### config.mk
export PLATFORM = sky130hd
export DESIGN_NAME = hsv_to_rgb_converter
export DESIGN_NICKNAME = d
export VERILOG_FILES = /design/src/design/h2r_pkg.sv /design/src/design/hsv_to_rgb_converter.sv /design/src/design/h2r_chan_scale.sv
export VERILOG_INCLUDE_DIRS = /design/src /design/src/design
export SDC_FILE = /design/constraint.sdc
export NUM_CORES = 2
export LEC_CHECK = 0
export BUFFER_PORTS_ARGS = -buffer_cell sky130_fd_sc_hd__buf_2
export CELL_PAD_IN_SITES_DETAIL_PLACEMENT = 0
export CELL_PAD_IN_SITES_GLOBAL_PLACEMENT = 1
export CORE_MARGIN = 2
export CORE_UTILIZATION = 52
export CTS_CLUSTER_DIAMETER = 100
export CTS_CLUSTER_SIZE = 8
export DETAILED_ROUTE_END_ITERATION = 6
export HOLD_SLACK_MARGIN = 0.03
export PLACE_DENSITY_LB_ADDON = 0.1
export SYNTH_ARGS = -nofsm -noshare
export SYNTH_HDL_FRONTEND = slang
export SYNTH_HIERARCHICAL = 1
export SYNTH_SLANG_ARGS = --single-unit
### constraint.sdc
create_clock -name clk -period 8.99 [get_ports clk]
set_clock_uncertainty 0.2 [all_clocks]
set_input_delay 1.798 -clock clk [delete_from_list [all_inputs] [get_ports clk]]
set_output_delay 1.798 -clock clk [all_outputs]
set_load 0.03 [all_outputs]
### src/design/hsv_to_rgb_converter_macros.svh
// ----------------------------------------------------------------------------
// hsv_to_rgb_converter_macros.svh
// Assertion macros shared by the HSV to RGB converter.
// ----------------------------------------------------------------------------
`ifndef HSV_TO_RGB_CONVERTER_MACROS_SVH
`define HSV_TO_RGB_CONVERTER_MACROS_SVH

// Consequent must hold in the same cycle as the antecedent.
`define H2R_ASSERT_NOW(label, ant, cons, msg) \
    label: assert property (@(posedge clk) disable iff (!rst_n) (ant) |-> (cons)) \
        else $error(msg);

// Consequent must hold a fixed number of cycles after the antecedent.
`define H2R_ASSERT_AFTER(label, ant, n, cons, msg) \
    label: assert property (@(posedge clk) disable iff (!rst_n) (ant) |-> ##n (cons)) \
        else $error(msg);

`endif

### src/design/h2r_pkg.sv
// ----------------------------------------------------------------------------
// h2r_pkg
// Shared constants and widths for the HSV to RGB converter.
// ----------------------------------------------------------------------------
package h2r_pkg;

    // Ranges of the clamped inputs
    localparam int unsigned HUE_MAX    = 6400;  // 400 degrees in 1/16 degree
    localparam int unsigned HUE_FULL   = 5760;  // 360 degrees
    localparam int unsigned HUE_SECTOR = 960;   // 60 degrees
    localparam int unsigned UNIT_Q12   = 4096;  // 1.0 in Q4.12

    // Channel numerators are v * X over 4096*4096*960; X = 1.0 is this
    localparam int unsigned ONE_X = UNIT_Q12 * HUE_SECTOR;

    // Widths
    localparam int unsigned IN_W   = 16;
    localparam int unsigned HUE_W  = 13;   // 0..6400
    localparam int unsigned FRAC_W = 13;   // 0..4096
    localparam int unsigned REM_W  = 10;   // 0..959
    localparam int unsigned SEC_W  = 3;    // 0..6
    localparam int unsigned X_W    = 22;   // 0..ONE_X
    localparam int unsigned PROD_W = 34;   // v * X
    localparam int unsigned CHAN_W = 8;

    // Scale: 255 / (4096*4096*960) = 17 / 2^30
    localparam int unsigned SCALE_SHIFT = 30;

    // Sector codes
    localparam logic [SEC_W-1:0] SEC_0 = 3'd0;
    localparam logic [SEC_W-1:0] SEC_1 = 3'd1;
    localparam logic [SEC_W-1:0] SEC_2 = 3'd2;
    localparam logic [SEC_W-1:0] SEC_3 = 3'd3;
    localparam logic [SEC_W-1:0] SEC_4 = 3'd4;

endpackage

### src/design/hsv_to_rgb_converter.sv
// An accepted item raises the done strobe as it leaves the last datapath stage.
// Throughput: one item per cycle; busy is always low and never holds off start.
// Depth is set by the four-stage datapath: clamp and sector decode, channel
// factor multiply, value multiply, scale by 255.
// Reset (rst_n low, asynchronous) clears the valid pipeline; no done follows
// for items that were in flight.
// ----------------------------------------------------------------------------
// hsv_to_rgb_converter
// Pipelined HSV to 8-bit RGB conversion with input clamping.
// ----------------------------------------------------------------------------
`include "hsv_to_rgb_converter_macros.svh"

module hsv_to_rgb_converter
(
    input  logic                            clk,
    input  logic                            rst_n,
    input  logic                            start,
    output logic                            busy,
    input  logic signed [h2r_pkg::IN_W-1:0] hue,
    input  logic signed [h2r_pkg::IN_W-1:0] saturation,
    input  logic signed [h2r_pkg::IN_W-1:0] value,
    output logic                            done,
    output logic [h2r_pkg::CHAN_W-1:0]      red,
    output logic [h2r_pkg::CHAN_W-1:0]      green,
    output logic [h2r_pkg::CHAN_W-1:0]      blue
);

    localparam int unsigned NSEC = 6;

    logic accept;

    // Stage 1 signals
    logic [h2r_pkg::HUE_W-1:0]  h_clamp;
    logic [h2r_pkg::HUE_W-1:0]  h_wrap;
    logic [h2r_pkg::FRAC_W-1:0] s_clamp;
    logic [h2r_pkg::FRAC_W-1:0] v_clamp;
    logic [h2r_pkg::SEC_W-1:0]  sec_next;
    logic [h2r_pkg::HUE_W-1:0]  base;
    logic [h2r_pkg::REM_W-1:0]  rem_next;

    logic                       vld1_reg;
    logic [h2r_pkg::SEC_W-1:0]  sec1_reg;
    logic [h2r_pkg::REM_W-1:0]  rem1_reg;
    logic [h2r_pkg::FRAC_W-1:0] s1_reg;
    logic [h2r_pkg::FRAC_W-1:0] v1_reg;

    // Stage 2 signals
    logic [h2r_pkg::X_W-1:0]    sp;
    logic [h2r_pkg::X_W-1:0]    sq;
    logic [h2r_pkg::X_W-1:0]    st;
    logic [h2r_pkg::REM_W-1:0]  rem_inv;

    logic                       vld2_reg;
    logic [h2r_pkg::SEC_W-1:0]  sec2_reg;
    logic [h2r_pkg::FRAC_W-1:0] v2_reg;
    logic [h2r_pkg::X_W-1:0]    xp_reg;
    logic [h2r_pkg::X_W-1:0]    xq_reg;
    logic [h2r_pkg::X_W-1:0]    xt_reg;

    // Stage 3/4 signals
    logic [h2r_pkg::X_W-1:0]    xv;
    logic [h2r_pkg::X_W-1:0]    xr;
    logic [h2r_pkg::X_W-1:0]    xg;
    logic [h2r_pkg::X_W-1:0]    xb;
    logic                       vld3_reg;
    logic                       vld4_reg;

    assign busy   = 1'b0;
    assign accept = start && !busy;

    // Clamp inputs: negative to zero, above range to the bound
    always_comb
    begin
        if (hue[h2r_pkg::IN_W-1])
            h_clamp = '0;
        else if (hue[h2r_pkg::IN_W-2:0] > (h2r_pkg::IN_W-1)'(h2r_pkg::HUE_MAX))
            h_clamp = h2r_pkg::HUE_W'(h2r_pkg::HUE_MAX);
        else
            h_clamp = hue[h2r_pkg::HUE_W-1:0];

        if (saturation[h2r_pkg::IN_W-1])
            s_clamp = '0;
        else if (saturation[h2r_pkg::IN_W-2:0] > (h2r_pkg::IN_W-1)'(h2r_pkg::UNIT_Q12))
            s_clamp = h2r_pkg::FRAC_W'(h2r_pkg::UNIT_Q12);
        else
            s_clamp = saturation[h2r_pkg::FRAC_W-1:0];

        if (value[h2r_pkg::IN_W-1])
            v_clamp = '0;
        else if (value[h2r_pkg::IN_W-2:0] > (h2r_pkg::IN_W-1)'(h2r_pkg::UNIT_Q12))
            v_clamp = h2r_pkg::FRAC_W'(h2r_pkg::UNIT_Q12);
        else
            v_clamp = value[h2r_pkg::FRAC_W-1:0];
    end

    // Sector decode: 360 degrees folds to 0, sector counts boundaries passed
    always_comb
    begin
        h_wrap = (h_clamp == h2r_pkg::HUE_W'(h2r_pkg::HUE_FULL)) ? '0 : h_clamp;
        sec_next = '0;
        for (int k = 1; k <= NSEC; k++)
        begin
            if (h_wrap >= h2r_pkg::HUE_W'(k * h2r_pkg::HUE_SECTOR))
                sec_next = sec_next + h2r_pkg::SEC_W'(1);
        end
        base     = h2r_pkg::HUE_W'(sec_next) * h2r_pkg::HUE_W'(h2r_pkg::HUE_SECTOR);
        rem_next = h2r_pkg::REM_W'(h_wrap - base);
    end

    // Channel factors: X = 1.0 - s*k with k = 960, rem or 960-rem
    assign rem_inv = h2r_pkg::REM_W'(h2r_pkg::HUE_SECTOR) - rem1_reg;
    assign sp = h2r_pkg::X_W'(s1_reg) * h2r_pkg::X_W'(h2r_pkg::HUE_SECTOR);
    assign sq = h2r_pkg::X_W'(s1_reg) * h2r_pkg::X_W'(rem1_reg);
    assign st = h2r_pkg::X_W'(s1_reg) * h2r_pkg::X_W'(rem_inv);

    // Datapath registers, no reset
    always_ff @(posedge clk)
    begin
        sec1_reg <= sec_next;
        rem1_reg <= rem_next;
        s1_reg   <= s_clamp;
        v1_reg   <= v_clamp;

        sec2_reg <= sec1_reg;
        v2_reg   <= v1_reg;
        xp_reg   <= h2r_pkg::X_W'(h2r_pkg::ONE_X) - sp;
        xq_reg   <= h2r_pkg::X_W'(h2r_pkg::ONE_X) - sq;
        xt_reg   <= h2r_pkg::X_W'(h2r_pkg::ONE_X) - st;
    end

    // Valid bits travel with the item
    always_ff @(posedge clk or negedge rst_n)
    begin
        if (!rst_n)
        begin
            vld1_reg <= 1'b0;
            vld2_reg <= 1'b0;
            vld3_reg <= 1'b0;
            vld4_reg <= 1'b0;
        end
        else
        begin
            vld1_reg <= accept;
            vld2_reg <= vld1_reg;
            vld3_reg <= vld2_reg;
            vld4_reg <= vld3_reg;
        end
    end

    // Per-sector channel routing; sectors 5 and 6 share the last case
    assign xv = h2r_pkg::X_W'(h2r_pkg::ONE_X);

    always_comb
    begin
        case (sec2_reg)
            h2r_pkg::SEC_0:
            begin
                xr = xv;     xg = xt_reg; xb = xp_reg;
            end
            h2r_pkg::SEC_1:
            begin
                xr = xq_reg; xg = xv;     xb = xp_reg;
            end
            h2r_pkg::SEC_2:
            begin
                xr = xp_reg; xg = xv;     xb = xt_reg;
            end
            h2r_pkg::SEC_3:
            begin
                xr = xp_reg; xg = xq_reg; xb = xv;
            end
            h2r_pkg::SEC_4:
            begin
                xr = xt_reg; xg = xp_reg; xb = xv;
            end
            default:
            begin
                xr = xv;     xg = xp_reg; xb = xq_reg;
            end
        endcase
    end

    // Value multiply and byte scaling per channel
    h2r_chan_scale u_red
    (
        .clk    (clk),
        .val    (v2_reg),
        .factor (xr),
        .chan   (red)
    );

    h2r_chan_scale u_green
    (
        .clk    (clk),
        .val    (v2_reg),
        .factor (xg),
        .chan   (green)
    );

    h2r_chan_scale u_blue
    (
        .clk    (clk),
        .val    (v2_reg),
        .factor (xb),
        .chan   (blue)
    );

    assign done = vld4_reg;

    // Checks
    `H2R_ASSERT_AFTER(a_item_done, accept, 4, done, "accepted item did not complete in 4 cycles")
    `H2R_ASSERT_NOW(a_done_has_item, done, $past(accept, 4), "done without a matching item")
    `H2R_ASSERT_AFTER(a_grey, accept && (saturation[15] || saturation == 16'sd0), 4, red == green && green == blue, "zero saturation must give grey")
    `H2R_ASSERT_AFTER(a_black, accept && (value[15] || value == 16'sd0), 4, red == 8'd0 && green == 8'd0 && blue == 8'd0, "zero value must give black")

endmodule

### src/design/h2r_chan_scale.sv
// ----------------------------------------------------------------------------
// h2r_chan_scale
// One color channel: multiplies value by the channel factor, then scales by
// 255 and truncates to a byte. Two register stages.
// ----------------------------------------------------------------------------
module h2r_chan_scale
(
    input  logic                            clk,
    input  logic [h2r_pkg::FRAC_W-1:0]      val,
    input  logic [h2r_pkg::X_W-1:0]         factor,
    output logic [h2r_pkg::CHAN_W-1:0]      chan
);

    localparam int unsigned SUM_W = h2r_pkg::PROD_W + 5;

    logic [h2r_pkg::PROD_W-1:0] prod_reg;
    logic [h2r_pkg::PROD_W-1:0] prod_next;
    logic [SUM_W-1:0]           times17;
    logic [h2r_pkg::CHAN_W-1:0] chan_reg;
    logic [h2r_pkg::CHAN_W-1:0] chan_next;

    // Stage A: v * X
    assign prod_next = h2r_pkg::PROD_W'(val) * h2r_pkg::PROD_W'(factor);

    // Stage B: times 17 by shift and add, then drop 30 fraction bits
    assign times17   = SUM_W'({prod_reg, 4'b0000}) + SUM_W'(prod_reg);
    assign chan_next = times17[h2r_pkg::SCALE_SHIFT +: h2r_pkg::CHAN_W];

    always_ff @(posedge clk)
    begin
        prod_reg <= prod_next;
        chan_reg <= chan_next;
    end

    assign chan = chan_reg;

endmodule

---- Yosys cells after proc, flatten, opt, wreduce, memory -nomap -nowiden ----
Cells that the tools add are included.
cells by class
  magnitude comparators ................... 9
  reduce and logical (&&, ||, !) cells .... 7
  $mul .................................... 7
  mux-type cells .......................... 14
  equal/unequal tests ..................... 5
  add/subtract/negate cells ............... 13
operators with widths
  cell                                                              number
  one-hot mux 22 bit (3 select lines)                               3
  adder 38 x 34 -> 38 bit                                           3
  multiplier 13 x 22 -> 34 bit                                      3
  subtractor 22 bit (first input constant)                          3
  two-way mux 13 bit                                                5
  greater-than comparator 15 x 13 -> 1 bit (second input constant)  3
  multiplier 13 x 10 -> 22 bit                                      2
  >= comparator 13 x 12 -> 1 bit (second input constant)            2
  >= comparator 13 bit (second input constant)                      2
  multiplier 13 x 4 -> 16 bit (second input constant)               1
  adder 3 x 1 -> 3 bit (second input constant)                      5
  two-way mux 3 bit                                                 5
  == test 13 bit (second input constant)                            1
  >= comparator 13 x 10 -> 1 bit (second input constant)            1
  >= comparator 13 x 11 -> 1 bit (second input constant)            1
  OR reduction 2 bit                                                6
  subtractor 10 bit                                                 1
  subtractor 10 bit (first input constant)                          1
  == test 3 x 2 -> 1 bit (second input constant)                    2
  multiplier 3 x 4 -> 4 bit (second input constant)                 1
  == test 3 x 1 -> 1 bit (second input constant)                    1
  == test 3 bit (second input constant)                             1
  zero test 3 bit                                                   1
  two-way mux 1 bit                                                 1
word-level totals
  input port bits ......................... 51
  flip-flop bits (word level) ............. 251
  output and inout bits ................... 26
  logic and storage cells ................. 76

---- Depth between registers and ports, before layout ----
  depth after elaboration ................. 19
  depth in mapped cells ................... 27
  depth with buffers taken out ............ 26

---- Hierarchy ----
The synthesis kept the hierarchy.
modules (own cells, without submodules)
  module                    instances  sequential area each (um2)  area an instance (um2)  cells an instance
  hsv_to_rgb_converter      1          2382.3                      15160.8                 1676
  h2r_chan_scale (u_green)  1          840.8                       11158.2                 1276
  h2r_chan_scale (u_blue)   1          840.8                       10891.7                 1254
  h2r_chan_scale (u_red)    1          840.8                       10730.3                 1224

---- Worst setup path after synthesis ----
OpenSTA, ideal clock, no wires.
  kind .................................... input-to-reg
  start ................................... in hue[10] (netlist bit)
  end ..................................... reg rem1_reg[9] (netlist bit)
  data arrival time ....................... 6.830 ns
  path slack .............................. 1.834 ns
  buffers on the path ..................... 2
  data required time ...................... 8.664 ns
  setup time .............................. 0.126 ns
  stages .................................. 23
  cells stage by stage .................... buf_6 -> o311ai_4 -> nand3_2 -> o21a_1 -> o21a_2 -> a311o_1 -> ha_1 -> clkbuf_1 -> xor2_1 -> ha_1 -> o21ai_1 -> o31ai_2 -> ha_1 -> mux2_4 -> ha_1 -> mux2_2 -> fa_1 -> ha_1 -> inv_1 -> ha_1 -> a21oi_1 -> xnor2_1 -> xnor2_1
between the ends
  word-level cells in the longest chain between the ends .. 19
  elaborated cells on any way between the ends .. 24
  classes of those cells .................. add/sub (6); mul (1); order compare (7); eq/ne (1); mux (9)
RTL lines
  element                                   line                         RTL
  start, declared                           hsv_to_rgb_converter.sv:19   input logic signed [h2r_pkg::IN_W-1:0] hue,
  greater-than comparator 15 x 13 -> 1 bit  hsv_to_rgb_converter.sv:76   else if (hue[h2r_pkg::IN_W-2:0] > (h2r_pkg::IN_W-1)'(h2r_pkg::HUE_MAX))
  two-way mux 13 bit (*)                    hsv_to_rgb_converter.sv:76
  two-way mux 13 bit (*)                    hsv_to_rgb_converter.sv:74   if (hue[h2r_pkg::IN_W-1])
  == test 13 bit                            hsv_to_rgb_converter.sv:99   h_wrap = (h_clamp == h2r_pkg::HUE_W'(h2r_pkg::HUE_FULL)) ? '0 : h_clamp;
  two-way mux 13 bit (*)                    hsv_to_rgb_converter.sv:99
  >= comparator 13 x 10 -> 1 bit            hsv_to_rgb_converter.sv:103  if (h_wrap >= h2r_pkg::HUE_W'(k * h2r_pkg::HUE_SECTOR))
  two-way mux 1 bit                         hsv_to_rgb_converter.sv:103
  adder 3 x 1 -> 3 bit                      hsv_to_rgb_converter.sv:104  sec_next = sec_next + h2r_pkg::SEC_W'(1);
  [5 not listed]                            -
  adder 3 x 1 -> 3 bit                      hsv_to_rgb_converter.sv:104
  two-way mux 3 bit                         hsv_to_rgb_converter.sv:103
  adder 3 x 1 -> 3 bit                      hsv_to_rgb_converter.sv:104
  two-way mux 3 bit (*)                     hsv_to_rgb_converter.sv:103
  via sec_next (one bit)                    hsv_to_rgb_converter.sv:37   logic [h2r_pkg::SEC_W-1:0] sec_next;
  multiplier 3 x 4 -> 4 bit (*)             hsv_to_rgb_converter.sv:106  base = h2r_pkg::HUE_W'(sec_next) * h2r_pkg::HUE_W'(h2r_pkg::HUE_SECTOR);
  subtractor 10 bit (*)                     hsv_to_rgb_converter.sv:107  rem_next = h2r_pkg::REM_W'(h_wrap - base);
  via rem_next (one bit)                    hsv_to_rgb_converter.sv:39   logic [h2r_pkg::REM_W-1:0] rem_next;
  end signal, assigned                      hsv_to_rgb_converter.sv:120  rem1_reg <= rem_next;
  end, declared                             hsv_to_rgb_converter.sv:43   logic [h2r_pkg::REM_W-1:0] rem1_reg;
The timed path passes the listed nets; every way through them passes the cells marked *.
A chain may end at the register's enable or synchronous reset.

---- Worst setup path in the final report ----
  start ................................... reg sec2_reg[2] (netlist bit)
  end ..................................... reg u_blue/prod_reg[32] (netlist bit)
between the ends
  word-level cells in the longest chain between the ends .. 4
  elaborated cells on any way between the ends .. 9
  classes of those cells .................. mul (1); eq/ne (4); mux (1); reduce/logical (3)
RTL lines
  element                                      line                         RTL
  start, declared                              hsv_to_rgb_converter.sv:54   logic [h2r_pkg::SEC_W-1:0] sec2_reg;
  start signal, assigned                       hsv_to_rgb_converter.sv:124  sec2_reg <= sec1_reg;
  == test 3 bit, or another cell as far along  hsv_to_rgb_converter.sv:155  case (sec2_reg)
  OR reduction 2 bit (no line)                 -
  one-hot mux 22 bit (3 select lines) (*)      hsv_to_rgb_converter.sv:155
  via xb (one bit)                             hsv_to_rgb_converter.sv:64   logic [h2r_pkg::X_W-1:0] xb;
  multiplier 13 x 22 -> 34 bit (*)             h2r_chan_scale.sv:23         assign prod_next = h2r_pkg::PROD_W'(val) * h2r_pkg::PROD_W'(factor);
  via u_blue.prod_next (one bit)               h2r_chan_scale.sv:17         logic [h2r_pkg::PROD_W-1:0] prod_next;
  end signal, assigned                         h2r_chan_scale.sv:31         prod_reg <= prod_next;
  end, declared                                h2r_chan_scale.sv:16         logic [h2r_pkg::PROD_W-1:0] prod_reg;
Marked as above.

==> reports/metrics.csv <==
stage;metric;value;unit
place;place_inst;6547;
pwr;comb_power_share;58.6;%
pwr;ir_drop;0.000128;V
cts;postCtsSetupRepairBufs;0;
critical_path;cpPeakStageDelay;0.54;ns
cts;cts_tree;yes;
floorplanning;die_x;308;um
floorplanning;core;91500;um^2
drt;wl;115000;um
timing;finalCritPeriodShare;84.6;%
cts;cts_hold_buf;0;
timing;period_needed;7.60;ns
drt;highest_layer;met4;
synth;synth-async-reset-ratio;1.64;%
critical_path;critPathLaunchType;flop;
drt;drc;0;
final_layout;mostFrequentLayoutCells;1,086 x inv_1, 866 x fa_1, 713 x nand2_1, 563 x and2_1, 472 x ha_1;
drt;met1Wirelength;52300;um
critical_path;endpoint_kind;flop;
cts;htreeDepth;2;
synth;synth_area;47900;um^2
synth;ys_ff_latch;244;
synth;synth-edff-count;0;
timing;setup_viol;0;
drt;drtPass1Iterations;7;
hold_path;min_path_type;reg -> reg;
timing;rsz0062_at_grt;no;
critical_path;cp_max_fo;55;
pwr;switchingPower;3.66;mW
timing;hold_violations;0;
synth;seq_area_frac_synth;10.2;%
pwr;power_density;146;nW/um^2
global_routing;grt_pass1_wl;197000;um
critical_path;worstSetupPathType;reg -> reg;
drt;ant_nets;0;
pwr;p_int;3.71;mW
outcome;status;finished clean;
critical_path;required;9.25;ns
final_layout;mostFrequentLayoutCell;inv_1;
synth;yosysUniqueCellTypes;116;
pwr;p_sw_share;49.7;%
floorplanning;core.rowCount;111;
timing;max_freq;132;MHz
synth;syn_nets;6819;
synth;ys.flop_type;dfxtp_1;
synth;syn_inst;5430;
critical_path;cp_common_cell;inv_1;
cts;cts_resized;0;
critical_path;worst_ep_arrival_time;7.86;ns
flow_run;drv_cap;0;
final_layout;layout.cells.non_filler;6598;
drt;vias;35500;
synth;avgSynthCellArea;8.83;um^2
floorplanning;pin_count;77;
final_layout;area.growth.synth_to_final;5.61;%
global_routing;grtUsageTotal;25.7;%
cts;clkTransAtPathRegs;0.05;ns
timing;setup_tns;0;ns
global_routing;grt_pass1_vias;38000;
global_routing;grt_max_degree;67;
timing;max-slew-margin-rel;12.4;%
critical_path;crit_slowest_cell;fa_1;
pwr;sequentialPowerShare;23.8;%
pwr;power;7.37;mW
timing;whs;0.116;ns
cts;worstSkewPairLatency;0.60;ns
timing;tightest_slew;1.30;ns
place;portBuffers;75;
cts;cts_root_buffer;clkbuf_16;
final_layout;utilization;55.3;%
floorplanning;die_area;94600;um^2
timing;drv_slew;0;
final_layout;nNetsFinal;6789;
place;place_hpwl;91300;um
drt;wl_met3;4790;um
synth;synth_warnings;6;
cts;cts.sinks;244;
global_routing;antenna_found_initial;1;
floorplanning;start_util;52.4;%
drt;routedWlPerCell;17.4;um
cts;clock_path_buffers;3;
cts;numCtsBuffers;37;
critical_path;path_cells;buf_4 -> nor2_1 -> a222oi_1 -> inv_1 -> and2_1 -> fa_1 -> inv_1 -> fa_1 -> inv_1 -> fa_1 -> fa_1 -> inv_1 -> fa_1 -> inv_1 -> ha_1 -> inv_1 -> o22ai_1 -> a31oi_1 -> nor4b_1 -> o21ai_1 -> a21oi_1 -> nor2_1 -> o311ai_1;
floorplanning;die_h;308;um
drt;wl_met2;55700;um
drt;via_per_inst;5.39;
final_layout;drive_gt1_share;5.38;%
global_routing;grt-ovfl-total;0;
place;finalWeightedCongestion;0.884;
pwr;p_leak;26.0;nW
drt;drt-initial-drc-count;1948;
pwr;clkPwrFrac;17.6;%
## metal layers
metal,track usage (%),up-vias
met4,5.50,0
li1,-,16700
met5,0,-
met1,35.0,17900
met2,44.4,709
met3,2.71,157
## worst paths after layout
kind	to	startpoint	slack, ns	cells past startpoint
setup / recovery	u_blue/prod_reg[32]	sec2_reg[2]	1.39	23
hold / removal	v2_reg[0]	v1_reg[0]	0.12	0
setup reg to reg	u_blue/prod_reg[32]	sec2_reg[2]	1.39	23
hold reg to reg	v2_reg[0]	v1_reg[0]	0.12	0
max in group asynchronous	vld2_reg	rst_n	7.66	1
min in group asynchronous	done	rst_n	0.81	1
## final cells by class
class                      instances  area (um^2)
clock inverter                     4         71.3
inverter                        1086         4080
antenna                            1         2.50
multi-input combinational       3870        38100
tap                             1186         1480
timing repair buffer             161         1020
fill                            8565        40900
sequential                       244         4920
clock buffer                      46          980
## cells by family (layout without fill, tap and decap cells)
| kind of cell | count (synthesis) | in the layout | share of synthesized area [%] |
|---|---|---|---|
| other cells | 1 | 2 | 0.00782 |
| buf+inv | 1316 | 1297 | 10.4 |
| fa+ha+maj | 1338 | 1338 | 48.5 |
| simple gates | 1673 | 1673 | 17.4 |
| xor+xnor | 195 | 195 | 3.61 |
| flops | 244 | 244 | 10.2 |
| compound gates | 659 | 659 | 9.78 |
| mux | 4 | 4 | 0.0992 |
## power by group through the flow
stage | clock, mW | sequential, mW | combinational [mW]
floorplan | 0 | 1.65 | 3.00
global placement | 0 | 1.76 | 4.30
detailed placement | 0 | 1.76 | 4.31
CTS | 1.34 | 1.74 | 4.34
global route | 1.38 | 1.78 | 4.86
finish | 1.29 | 1.76 | 4.32
## through the flow
stage          setup WS, ns  cell area [um^2]
6_report               1.39             50600
5_1_grt               0.895             50600
4_1_cts                1.45             50600
3_5_place_dp           1.51             49600
3_3_place_gp           1.52             49600
2_1_floorplan          1.83             47900
## critical path, delay by kind of cell, from the launching register on
family	cells	cell delay [ns]
AO/OA/AOI/OAI	6	1.66
AND/OR/NAND/NOR	4	1.17
flip-flops	1	0.46
buffers and inverters	7	1.09
adder cells (fa/ha/maj)	6	2.86
## cell usage after synthesis, drive strengths merged (16+ instances only)
cell type	instances	share of area, %
nor2b	42	0.56
dfxtp	240	10
o22ai	20	0.26
nand3	59	0.63
nor2	133	1.0
a31oi	21	0.32
inv	1086	8.5
xor2	69	1.3
a21oi	186	2.0
a22o	23	0.42
a21o	65	1.0
nand2	713	5.6
o21a	25	0.41
or3	16	0.21
a211oi	20	0.34
o21bai	16	0.25
nor3	45	0.50
and2	563	7.3
xnor2	125	2.3
ha	472	12
clkbuf	216	1.7
nand4	20	0.27
o21ai	114	1.2
fa	866	36
nand2b	18	0.26
a22oi	35	0.55
Power figures use the tool's default switching activity.
